--- config.mk ---
export PLATFORM = sky130hd
export DESIGN_NAME = fbcb_ctrl
export DESIGN_NICKNAME = d
export VERILOG_FILES = /design/src/hw/rtl/fbcb_pkg.sv /design/src/hw/rtl/fbcb_ctrl.sv
export SDC_FILE = /design/constraint.sdc
export NUM_CORES = 1
export LEC_CHECK = 0
export BUFFER_PORTS_ARGS = -buffer_cell sky130_fd_sc_hd__clkbuf_2
export CORE_MARGIN = 4
export CORE_UTILIZATION = 50
export DETAILED_ROUTE_END_ITERATION = 8
export GPL_TIMING_DRIVEN = 0
export PLACE_DENSITY_LB_ADDON = 0.08
export SETUP_SLACK_MARGIN = 0.2
export SLEW_MARGIN = 5
export SYNTH_ARGS = -nofsm -noshare
export SYNTH_HDL_FRONTEND = slang
export SYNTH_SLANG_ARGS = --single-unit
--- constraint.sdc ---
create_clock -name clk -period 4.2 [get_ports clk]
set_input_delay 0.42 -clock clk [delete_from_list [all_inputs] [get_ports clk]]
set_output_delay 0.42 -clock clk [all_outputs]
set_load 0.005 [all_outputs]
--- src/hw/rtl/fbcb_pkg.sv ---
package fbcb_pkg;

  localparam int MAX_BLOCKS       = 2048;
  localparam int FIRST_DATA_BLOCK = 5;
  localparam int CARD_LIMIT       = 2048;
  localparam int MAP_AW           = $clog2(MAX_BLOCKS);

  localparam int BLK_W = 11;
  localparam int LEN_W = 12;
  localparam int CNT_W = 8;
  localparam int CFG_W = 12;
  localparam int STEP_W = 12;

  typedef enum logic [1:0] {
    CMD_LOAD  = 2'd0,
    CMD_BEGIN = 2'd1,
    CMD_NEXT  = 2'd2,
    CMD_NOP   = 2'd3
  } cmd_t;

  typedef enum logic {
    REG_TOTAL_BLOCKS = 1'b0,
    REG_IGNORE_MAP   = 1'b1
  } reg_idx_t;

  typedef enum logic [2:0] {
    ST_CLEAR,
    ST_IDLE,
    ST_SEARCH,
    ST_FALLBACK_RD,
    ST_FALLBACK_WR
  } state_t;

  typedef struct packed {
    logic [1:0]       command;
    logic [BLK_W-1:0] block_index;
    logic [LEN_W-1:0] file_length;
    logic [CNT_W-1:0] map_value;
  } in_word_t;

  typedef struct packed {
    logic [BLK_W-1:0] chain_block;
    logic             last_of_chain;
    logic             fallback_phase;
  } out_word_t;

  typedef struct packed {
    logic [LEN_W-1:0] card_size;
    logic             ignore_map;
  } cfg_t;

  typedef struct packed {
    logic              valid;
    out_word_t         word;
  } emit_t;

  typedef struct packed {
    logic              we;
    logic [MAP_AW-1:0] waddr;
    logic [CNT_W-1:0]  wdata;
    logic              re;
    logic [MAP_AW-1:0] raddr;
  } map_req_t;

  typedef struct packed {
    logic             wrap;
    logic [BLK_W-1:0] blk;
  } adv_t;

  // Card size in use: clipped to the map and to the block number range,
  // at least one data block past the system area.
  function automatic logic [LEN_W-1:0] card_size_of(input logic [CFG_W-1:0] total);
    logic [LEN_W:0] n;
    n = (LEN_W+1)'(total);
    if (n > (LEN_W+1)'(MAX_BLOCKS)) n = (LEN_W+1)'(MAX_BLOCKS);
    if (n > (LEN_W+1)'(CARD_LIMIT)) n = (LEN_W+1)'(CARD_LIMIT);
    if (n < (LEN_W+1)'(FIRST_DATA_BLOCK + 1)) n = (LEN_W+1)'(FIRST_DATA_BLOCK + 1);
    return LEN_W'(n);
  endfunction

  function automatic adv_t advance(input logic [BLK_W-1:0] p, input logic [LEN_W-1:0] cs);
    adv_t           a;
    logic [LEN_W:0] n;
    n = (LEN_W+1)'(p) + (LEN_W+1)'(1);
    if (n >= (LEN_W+1)'(cs)) begin
      a.wrap = 1'b1;
      a.blk  = BLK_W'(FIRST_DATA_BLOCK);
    end else begin
      a.wrap = 1'b0;
      a.blk  = BLK_W'(n);
    end
    return a;
  endfunction

endpackage

--- src/hw/rtl/fbcb_ctrl.sv ---
module fbcb_ctrl
  import fbcb_pkg::*;
(
  input  logic             clk,
  input  logic             rst_n,
  input  logic             in_valid,
  output logic             in_ready,
  input  in_word_t         in_word,
  input  cfg_t             cfg,
  input  logic             slot_free,
  output emit_t            emit,
  output map_req_t         map_req,
  input  logic [CNT_W-1:0] map_rdata
);

  state_t              state_r, state_nxt;
  logic [MAP_AW-1:0]   clr_addr_r, clr_addr_nxt;
  logic [BLK_W-1:0]    cursor_r, cursor_nxt;
  logic [BLK_W-1:0]    blocks_left_r, blocks_left_nxt;
  logic [BLK_W-1:0]    chain_start_r, chain_start_nxt;
  logic [BLK_W-1:0]    last_given_r, last_given_nxt;
  logic                has_wrapped_r, has_wrapped_nxt;
  logic                in_fallback_r, in_fallback_nxt;
  logic [STEP_W-1:0]   steps_r, steps_nxt;

  adv_t                adv_cur, adv_last, adv_idx;
  logic [STEP_W-1:0]   limit;
  logic [STEP_W-1:0]   steps_inc;
  logic [LEN_W-1:0]    len;

  always_ff @(posedge clk) begin
    if (!rst_n) begin
      state_r       <= ST_CLEAR;
      clr_addr_r    <= '0;
      cursor_r      <= '0;
      blocks_left_r <= '0;
      chain_start_r <= '0;
      last_given_r  <= '0;
      has_wrapped_r <= 1'b0;
      in_fallback_r <= 1'b0;
      steps_r       <= '0;
    end else begin
      state_r       <= state_nxt;
      clr_addr_r    <= clr_addr_nxt;
      cursor_r      <= cursor_nxt;
      blocks_left_r <= blocks_left_nxt;
      chain_start_r <= chain_start_nxt;
      last_given_r  <= last_given_nxt;
      has_wrapped_r <= has_wrapped_nxt;
      in_fallback_r <= in_fallback_nxt;
      steps_r       <= steps_nxt;
    end
  end

  always_comb begin
    adv_cur   = advance(cursor_r, cfg.card_size);
    adv_last  = advance(last_given_r, cfg.card_size);
    adv_idx   = advance(in_word.block_index, cfg.card_size);
    limit     = STEP_W'(cfg.card_size) + STEP_W'(2);
    steps_inc = steps_r + STEP_W'(1);
    len       = (in_word.file_length == '0) ? LEN_W'(1) : in_word.file_length;
    if (len > LEN_W'(CARD_LIMIT)) len = LEN_W'(CARD_LIMIT);

    state_nxt       = state_r;
    clr_addr_nxt    = clr_addr_r;
    cursor_nxt      = cursor_r;
    blocks_left_nxt = blocks_left_r;
    chain_start_nxt = chain_start_r;
    last_given_nxt  = last_given_r;
    has_wrapped_nxt = has_wrapped_r;
    in_fallback_nxt = in_fallback_r;
    steps_nxt       = steps_r;

    in_ready = 1'b0;
    emit     = '0;
    map_req  = '0;

    unique case (state_r)
      ST_CLEAR: begin
        map_req.we    = 1'b1;
        map_req.waddr = clr_addr_r;
        map_req.wdata = '0;
        clr_addr_nxt  = clr_addr_r + MAP_AW'(1);
        if (clr_addr_r == MAP_AW'(MAX_BLOCKS - 1)) begin
          state_nxt = ST_IDLE;
        end
      end

      ST_IDLE: begin
        in_ready = slot_free;
        if (in_valid && slot_free) begin
          unique case (in_word.command)
            CMD_LOAD: begin
              if ((LEN_W+1)'(in_word.block_index) < (LEN_W+1)'(MAX_BLOCKS)) begin
                map_req.we    = 1'b1;
                map_req.waddr = MAP_AW'(in_word.block_index);
                map_req.wdata = cfg.ignore_map ? '0 : in_word.map_value;
              end
            end
            CMD_BEGIN: begin
              chain_start_nxt = in_word.block_index;
              last_given_nxt  = in_word.block_index;
              blocks_left_nxt = BLK_W'(len - LEN_W'(1));
              has_wrapped_nxt = adv_idx.wrap;
              in_fallback_nxt = 1'b0;
              cursor_nxt      = adv_idx.blk;
              emit.valid               = 1'b1;
              emit.word.chain_block    = in_word.block_index;
              emit.word.last_of_chain  = (len == LEN_W'(1));
              emit.word.fallback_phase = 1'b0;
            end
            CMD_NEXT: begin
              if (blocks_left_r != '0) begin
                if (in_fallback_r) begin
                  state_nxt = ST_FALLBACK_RD;
                end else if (cursor_r == chain_start_r) begin
                  in_fallback_nxt = 1'b1;
                  cursor_nxt      = adv_last.blk;
                  state_nxt       = ST_FALLBACK_RD;
                end else begin
                  map_req.re    = 1'b1;
                  map_req.raddr = MAP_AW'(cursor_r);
                  steps_nxt     = '0;
                  state_nxt     = ST_SEARCH;
                end
              end
            end
            default: ;
          endcase
        end
      end

      // Used entries are skipped one per cycle: check the entry read
      // last cycle and already issue the read of the following one.
      ST_SEARCH: begin
        if (map_rdata == '0) begin
          if (slot_free) begin
            if (!has_wrapped_r) begin
              map_req.we    = 1'b1;
              map_req.waddr = MAP_AW'(cursor_r);
              map_req.wdata = CNT_W'(1);
            end
            blocks_left_nxt          = blocks_left_r - BLK_W'(1);
            last_given_nxt           = cursor_r;
            cursor_nxt               = adv_cur.blk;
            has_wrapped_nxt          = has_wrapped_r | adv_cur.wrap;
            emit.valid               = 1'b1;
            emit.word.chain_block    = cursor_r;
            emit.word.last_of_chain  = (blocks_left_r == BLK_W'(1));
            emit.word.fallback_phase = 1'b0;
            state_nxt                = ST_IDLE;
          end
        end else begin
          has_wrapped_nxt = has_wrapped_r | adv_cur.wrap;
          steps_nxt       = steps_inc;
          if (steps_inc == limit || adv_cur.blk == chain_start_r) begin
            // back at the start block, or no free block on the card
            in_fallback_nxt = 1'b1;
            cursor_nxt      = adv_last.blk;
            state_nxt       = ST_FALLBACK_RD;
          end else begin
            cursor_nxt    = adv_cur.blk;
            map_req.re    = 1'b1;
            map_req.raddr = MAP_AW'(adv_cur.blk);
          end
        end
      end

      ST_FALLBACK_RD: begin
        map_req.re    = 1'b1;
        map_req.raddr = MAP_AW'(cursor_r);
        state_nxt     = ST_FALLBACK_WR;
      end

      ST_FALLBACK_WR: begin
        if (slot_free) begin
          map_req.we    = 1'b1;
          map_req.waddr = MAP_AW'(cursor_r);
          map_req.wdata = (map_rdata == '1) ? map_rdata : map_rdata + CNT_W'(1);
          blocks_left_nxt          = blocks_left_r - BLK_W'(1);
          last_given_nxt           = cursor_r;
          cursor_nxt               = adv_cur.blk;
          emit.valid               = 1'b1;
          emit.word.chain_block    = cursor_r;
          emit.word.last_of_chain  = (blocks_left_r == BLK_W'(1));
          emit.word.fallback_phase = 1'b1;
          state_nxt                = ST_IDLE;
        end
      end

      default: state_nxt = ST_IDLE;
    endcase
  end

endmodule

======== Yosys cells after proc, flatten, opt, wreduce, memory -nomap -nowiden ========
Index checks and enable logic that the tools add are counted.
operators by class
  $add $sub $neg .......................... 9
  equality and inequality tests ........... 29
  reduce and logical (&&, ||, !) cells .... 16
  muxes and demuxes ....................... 77
  magnitude comparators ................... 4
  bitwise logic cells ..................... 1
operator list
  operator                 number
  $mux W12                 16
  $mux W11                 16
  $mux W20                 5
  $pmux W11 S3             3
  $pmux W20 S4             1
  $mux W14                 5
  $pmux W14 S3             1
  $add A11 B1 Y12 const B  3
  $ge A12 B12 Y1           3
  $pmux W12 S3             1
  $mux W32                 1
  $mux W3                  8
  $pmux W12 S2             1
  $eq A11 B11 Y1           2
  $pmux W11 S2             1
  $sub A11 B1 Y11 const B  2
  $mux W8                  2
  $ne A2 B2 Y1 const B     8
  $ne A3 B3 Y1 const B     5
  $pmux W3 S5              1
  $add A12 B1 Y12 const B  1
  $add A12 B2 Y12 const B  1
  $eq A12 B1 Y1 const B    1
  $eq A12 B12 Y1           1
  30 further kinds         47
storage, ports and cells
  flip-flop bits (word level) ............. 72
  output and inout bits ................... 47
  input bits .............................. 58
  word-level logic and storage cells ...... 145

======== Logic depth before layout (Yosys ltp) ========
  depth after elaboration ................. 9
  gate-level depth with buffers ........... 20
  gate-level depth less buffers ........... 15

======== Worst setup path after synthesis ========
Ideal clock, no wire load.
  path type ............................... register -> output
  from .................................... register cursor_r[5]
  to ...................................... output map_req[4] in the netlist's numbering
  stages on the path, launching flop included .. 19
  setup slack ............................. -128 ps
  required time ........................... 3780 ps
  data arrival time ....................... 3908 ps
  path buffers ............................ 4
  cells stage by stage .................... dfxtp_1 > and4_1 > buf_2 > nand3_1 > nor3_1 > xnor2_1 > ha_1 > nand4_1 > nor4_1 > o31a_1 > nor2_1 > clkbuf_1 > a22oi_1 > nor4_2 > or3_1 > buf_4 > buf_6 > o21ai_1 > o31a_1
RTL lines
  element                 line             source
  start, declared         fbcb_ctrl.sv:18  logic [BLK_W-1:0] cursor_r, cursor_nxt;
  start signal, assigned  fbcb_ctrl.sv:45  cursor_r <= cursor_nxt;
  end, declared           fbcb_ctrl.sv:12  output map_req_t map_req,

==> results.json <==
{
  "cts_buffers": 9,
  "final_common_cell": "nand2_1",
  "synthFlopType": "dfxtp_1",
  "antenna_found_initial": 0,
  "maxCapViolations": 0,
  "place_congestion": 1.027,
  "rsz0062_at_grt": "yes",
  "power_mw": 1.805,
  "max_slew_margin": 0.09379,
  "cp-start-kind": "register",
  "synthCells": 1028,
  "root_buffer": "clkbuf_16",
  "diodes": 0,
  "drtIter0Drc": 1025,
  "register_area_um2": 1456,
  "setup_ws_ns": -0.5078,
  "die_area_um2": 16610,
  "irDropWorstVdd_v": 0.0002429,
  "port_buffers": 102,
  "antenna_left": 0,
  "layout-drive-gt1-share": 0.2072,
  "start_util": 0.5183,
  "dpl-instance-area_um2": 8083,
  "async_reset_ff_frac": 0,
  "powerDensity_nw_per_um2": 198.3,
  "core-area_um2": 14100,
  "cts_tree": "built",
  "critPathRequiredTime_ns": 3.78,
  "grt_usage": 0.3428,
  "dp_slack_ns": -0.8197,
  "fillers": 1287,
  "clkSinkCount": 72,
  "min_path_type": "input port to register",
  "multiInputGateArea_um2": 5727,
  "synth-xor-area-share": 0.09659,
  "io_pins": 105,
  "violations": "negative setup slack",
  "status": "finished, violations left",
  "synth-compound-area-share": 0.2660,
  "drcViolationCount": 0,
  "syn_nets": 1134,
  "hold_buffers": 0,
  "synth_mux_area_frac": 0.009762,
  "path_class": "register to primary output",
  "p_leak_nw": 3.805,
  "timing.final.crit_share": 1.121,
  "dp_hpwl_um": 21770,
  "finalMaxSlewViolations": 0,
  "grt_pass1_vias": 8012,
  "path_clk_slew_ns": 0.07,
  "synth-seq-cells": 72,
  "num_rows": 43,
  "grt_overflow": 0,
  "clkLatencyLatePin_ns": 0.35,
  "drtPass1Iterations": 7,
  "die_h_um": 128.9,
  "ys_warn_count": 0,
  "finalWirelength_um": 29210,
  "timing.final.crit_period_ns": 4.708,
  "grt_pass1_wl_um": 44530,
  "synth_top_family_by_area": "simple AND/OR/NAND/NOR gates",
  "synth-edff-count": 0,
  "grt_max_degree": 16,
  "seq_area_frac_synth": 0.1973,
  "setup.worst_path.end_class": "primary output",
  "critPathArrivalTime_ns": 4.29,
  "finalSetupViolations": 18,
  "die_x_um": 128.9,
  "vias": 8901,
  "synthSimpleGateAreaFrac": 0.2857,
  "syn_area_um2": 7306,
  "tns_ns": -5.521,
  "wl_per_cell_um": 21.29,
  "vias_per_cell": 6.488,
  "timing.fmax_ghz": 0.2124,
  "htreeDepth": 3,
  "final_core_util": 0.6457,
  "syn_to_final_growth_pct": 24.59,
  "skew_ns": 0.01164,
  "nets": 1293,
  "avgSynthCellArea_um2": 7.107,
  "clockBufferDepth": 2,
  "layout_common_cells": "nand2_1 (101), clkbuf_2 (97), nor2_1 (93)",
  "tightest_slew_ns": 1.347,
  "synthAdderAreaFrac": 0.08221,
  "hold_viol_final": 0,
  "fin_area_um2": 9102,
  "synth_cell_types": 78,
  "cp_max_fo": 7
}
-- final cells by class --
cell class	count	area share
tap	180	0.02474
multi-input combinational	845	0.6291
sequential	72	0.1600
timing repair buffer	148	0.09828
clock inverter	7	0.006873
clock buffer	9	0.02474
inverter	57	0.02351
buffer	54	0.03271
-- worst max-delay path, stage by stage, from the launching register on --
cell and delay (ns):
dfxtp_2 0.32, buf_6 0.12, and4_1 0.20, buf_6 0.14, and3_4 0.16, buf_6 0.12
buf_4 0.14, xnor2_1 0.12, ha_1 0.33, nand2_2 0.09, nor4_4 0.28, o31a_1 0.36
buf_4 0.18, nor4_1 0.05, o22ai_2 0.27, nor4_4 0.07, or3_1 0.33, buf_6 0.16
buf_8 0.13, o21bai_1 0.14, a21o_1 0.13, buf_2 0.10
-- path summary, 6_finish.rpt --
check	from	end	slack (ns)	cells past startpoint
worst max-delay path	cursor_r[4]$_SDFFE_PN0P_	map_req[9]	-0.51	21
worst min-delay path	in_word[28]	chain_start_r[8]$_SDFFE_PN0P_	0.44	3
worst max register to register	cursor_r[4]$_SDFFE_PN0P_	cursor_r[9]$_SDFFE_PN0P_	-0.14	19
worst min register to register	blocks_left_r[1]$_SDFFE_PN0P_	blocks_left_r[1]$_SDFFE_PN0P_	0.49	2
-- report_power, final --
group | switching [mW] | total, mW | leakage, nW | internal, mW
Combinational | 0.211 | 0.338 | 3.08 | 0.128
Sequential | 0.0143 | 0.706 | 0.585 | 0.691
Clock | 0.349 | 0.761 | 0.139 | 0.412
-- metal layers --
layer,share of wire,GRT usage,vias to the layer above
met1,0.41,0.4670,4161
met2,0.44,0.5204,570
met4,0.037,0.1433,0
li1,-,-,4071
met5,0,0,-
met3,0.11,0.07929,99
-- what timing repair did --
| action | 4_1_cts | 5_1_grt |
|---|---|---|
| pin swaps | 12 | 18 |
| endpoints found under the setup margin | 25 | 25 |
| cloned | 0 | 1 |
| buffers inserted | 33 | 12 |
| gates resized for setup | 54 | 31 |
-- cell families after synthesis --
group                      after synthesis
and+or+nand+nor                        411
AOI/OAI and AO/OA                      300
buffers and inverters                  111
xor gates and xnor gates                79
DFF                                     72
adders and majority gates               48
muxes                                    7
-- Yosys cell counts (all sizes together) (16+ instances only) --
cell / number / area share
nor3: 27 / 0.018
ha: 48 / 0.082
nand2: 103 / 0.053
nand4: 23 / 0.022
nand2b: 16 / 0.014
xor2: 19 / 0.023
nand3: 42 / 0.029
a21oi: 84 / 0.058
nor2: 95 / 0.049
clkbuf: 40 / 0.021
dfxtp: 72 / 0.20
o21ai: 88 / 0.060
xnor2: 59 / 0.071
a21o: 16 / 0.016
inv: 57 / 0.029
-- stage by stage --
| step | hold slack (ns) | std cells |
|---|---|---|
| 6_report | 0.4370 | 1372 |
| 5_1_grt | 0.4388 | 1372 |
| 4_1_cts | 0.4207 | 1359 |
| 3_5_place_dp | 0.4778 | 1310 |
| 3_3_place_gp | 0.4686 | 1310 |
| 2_1_floorplan | 0.4450 | 1028 |
-- flip-flops by register name (all words and copies together) (netlist names) --
name,flops
blocks_left_r,11
steps_r,12
chain_start_r,11
clr_addr_r,11
has_wrapped_r,1
state_r,3
last_given_r,11
in_fallback_r,1
cursor_r,11
No activity file was read; power rests on OpenSTA's default activity.
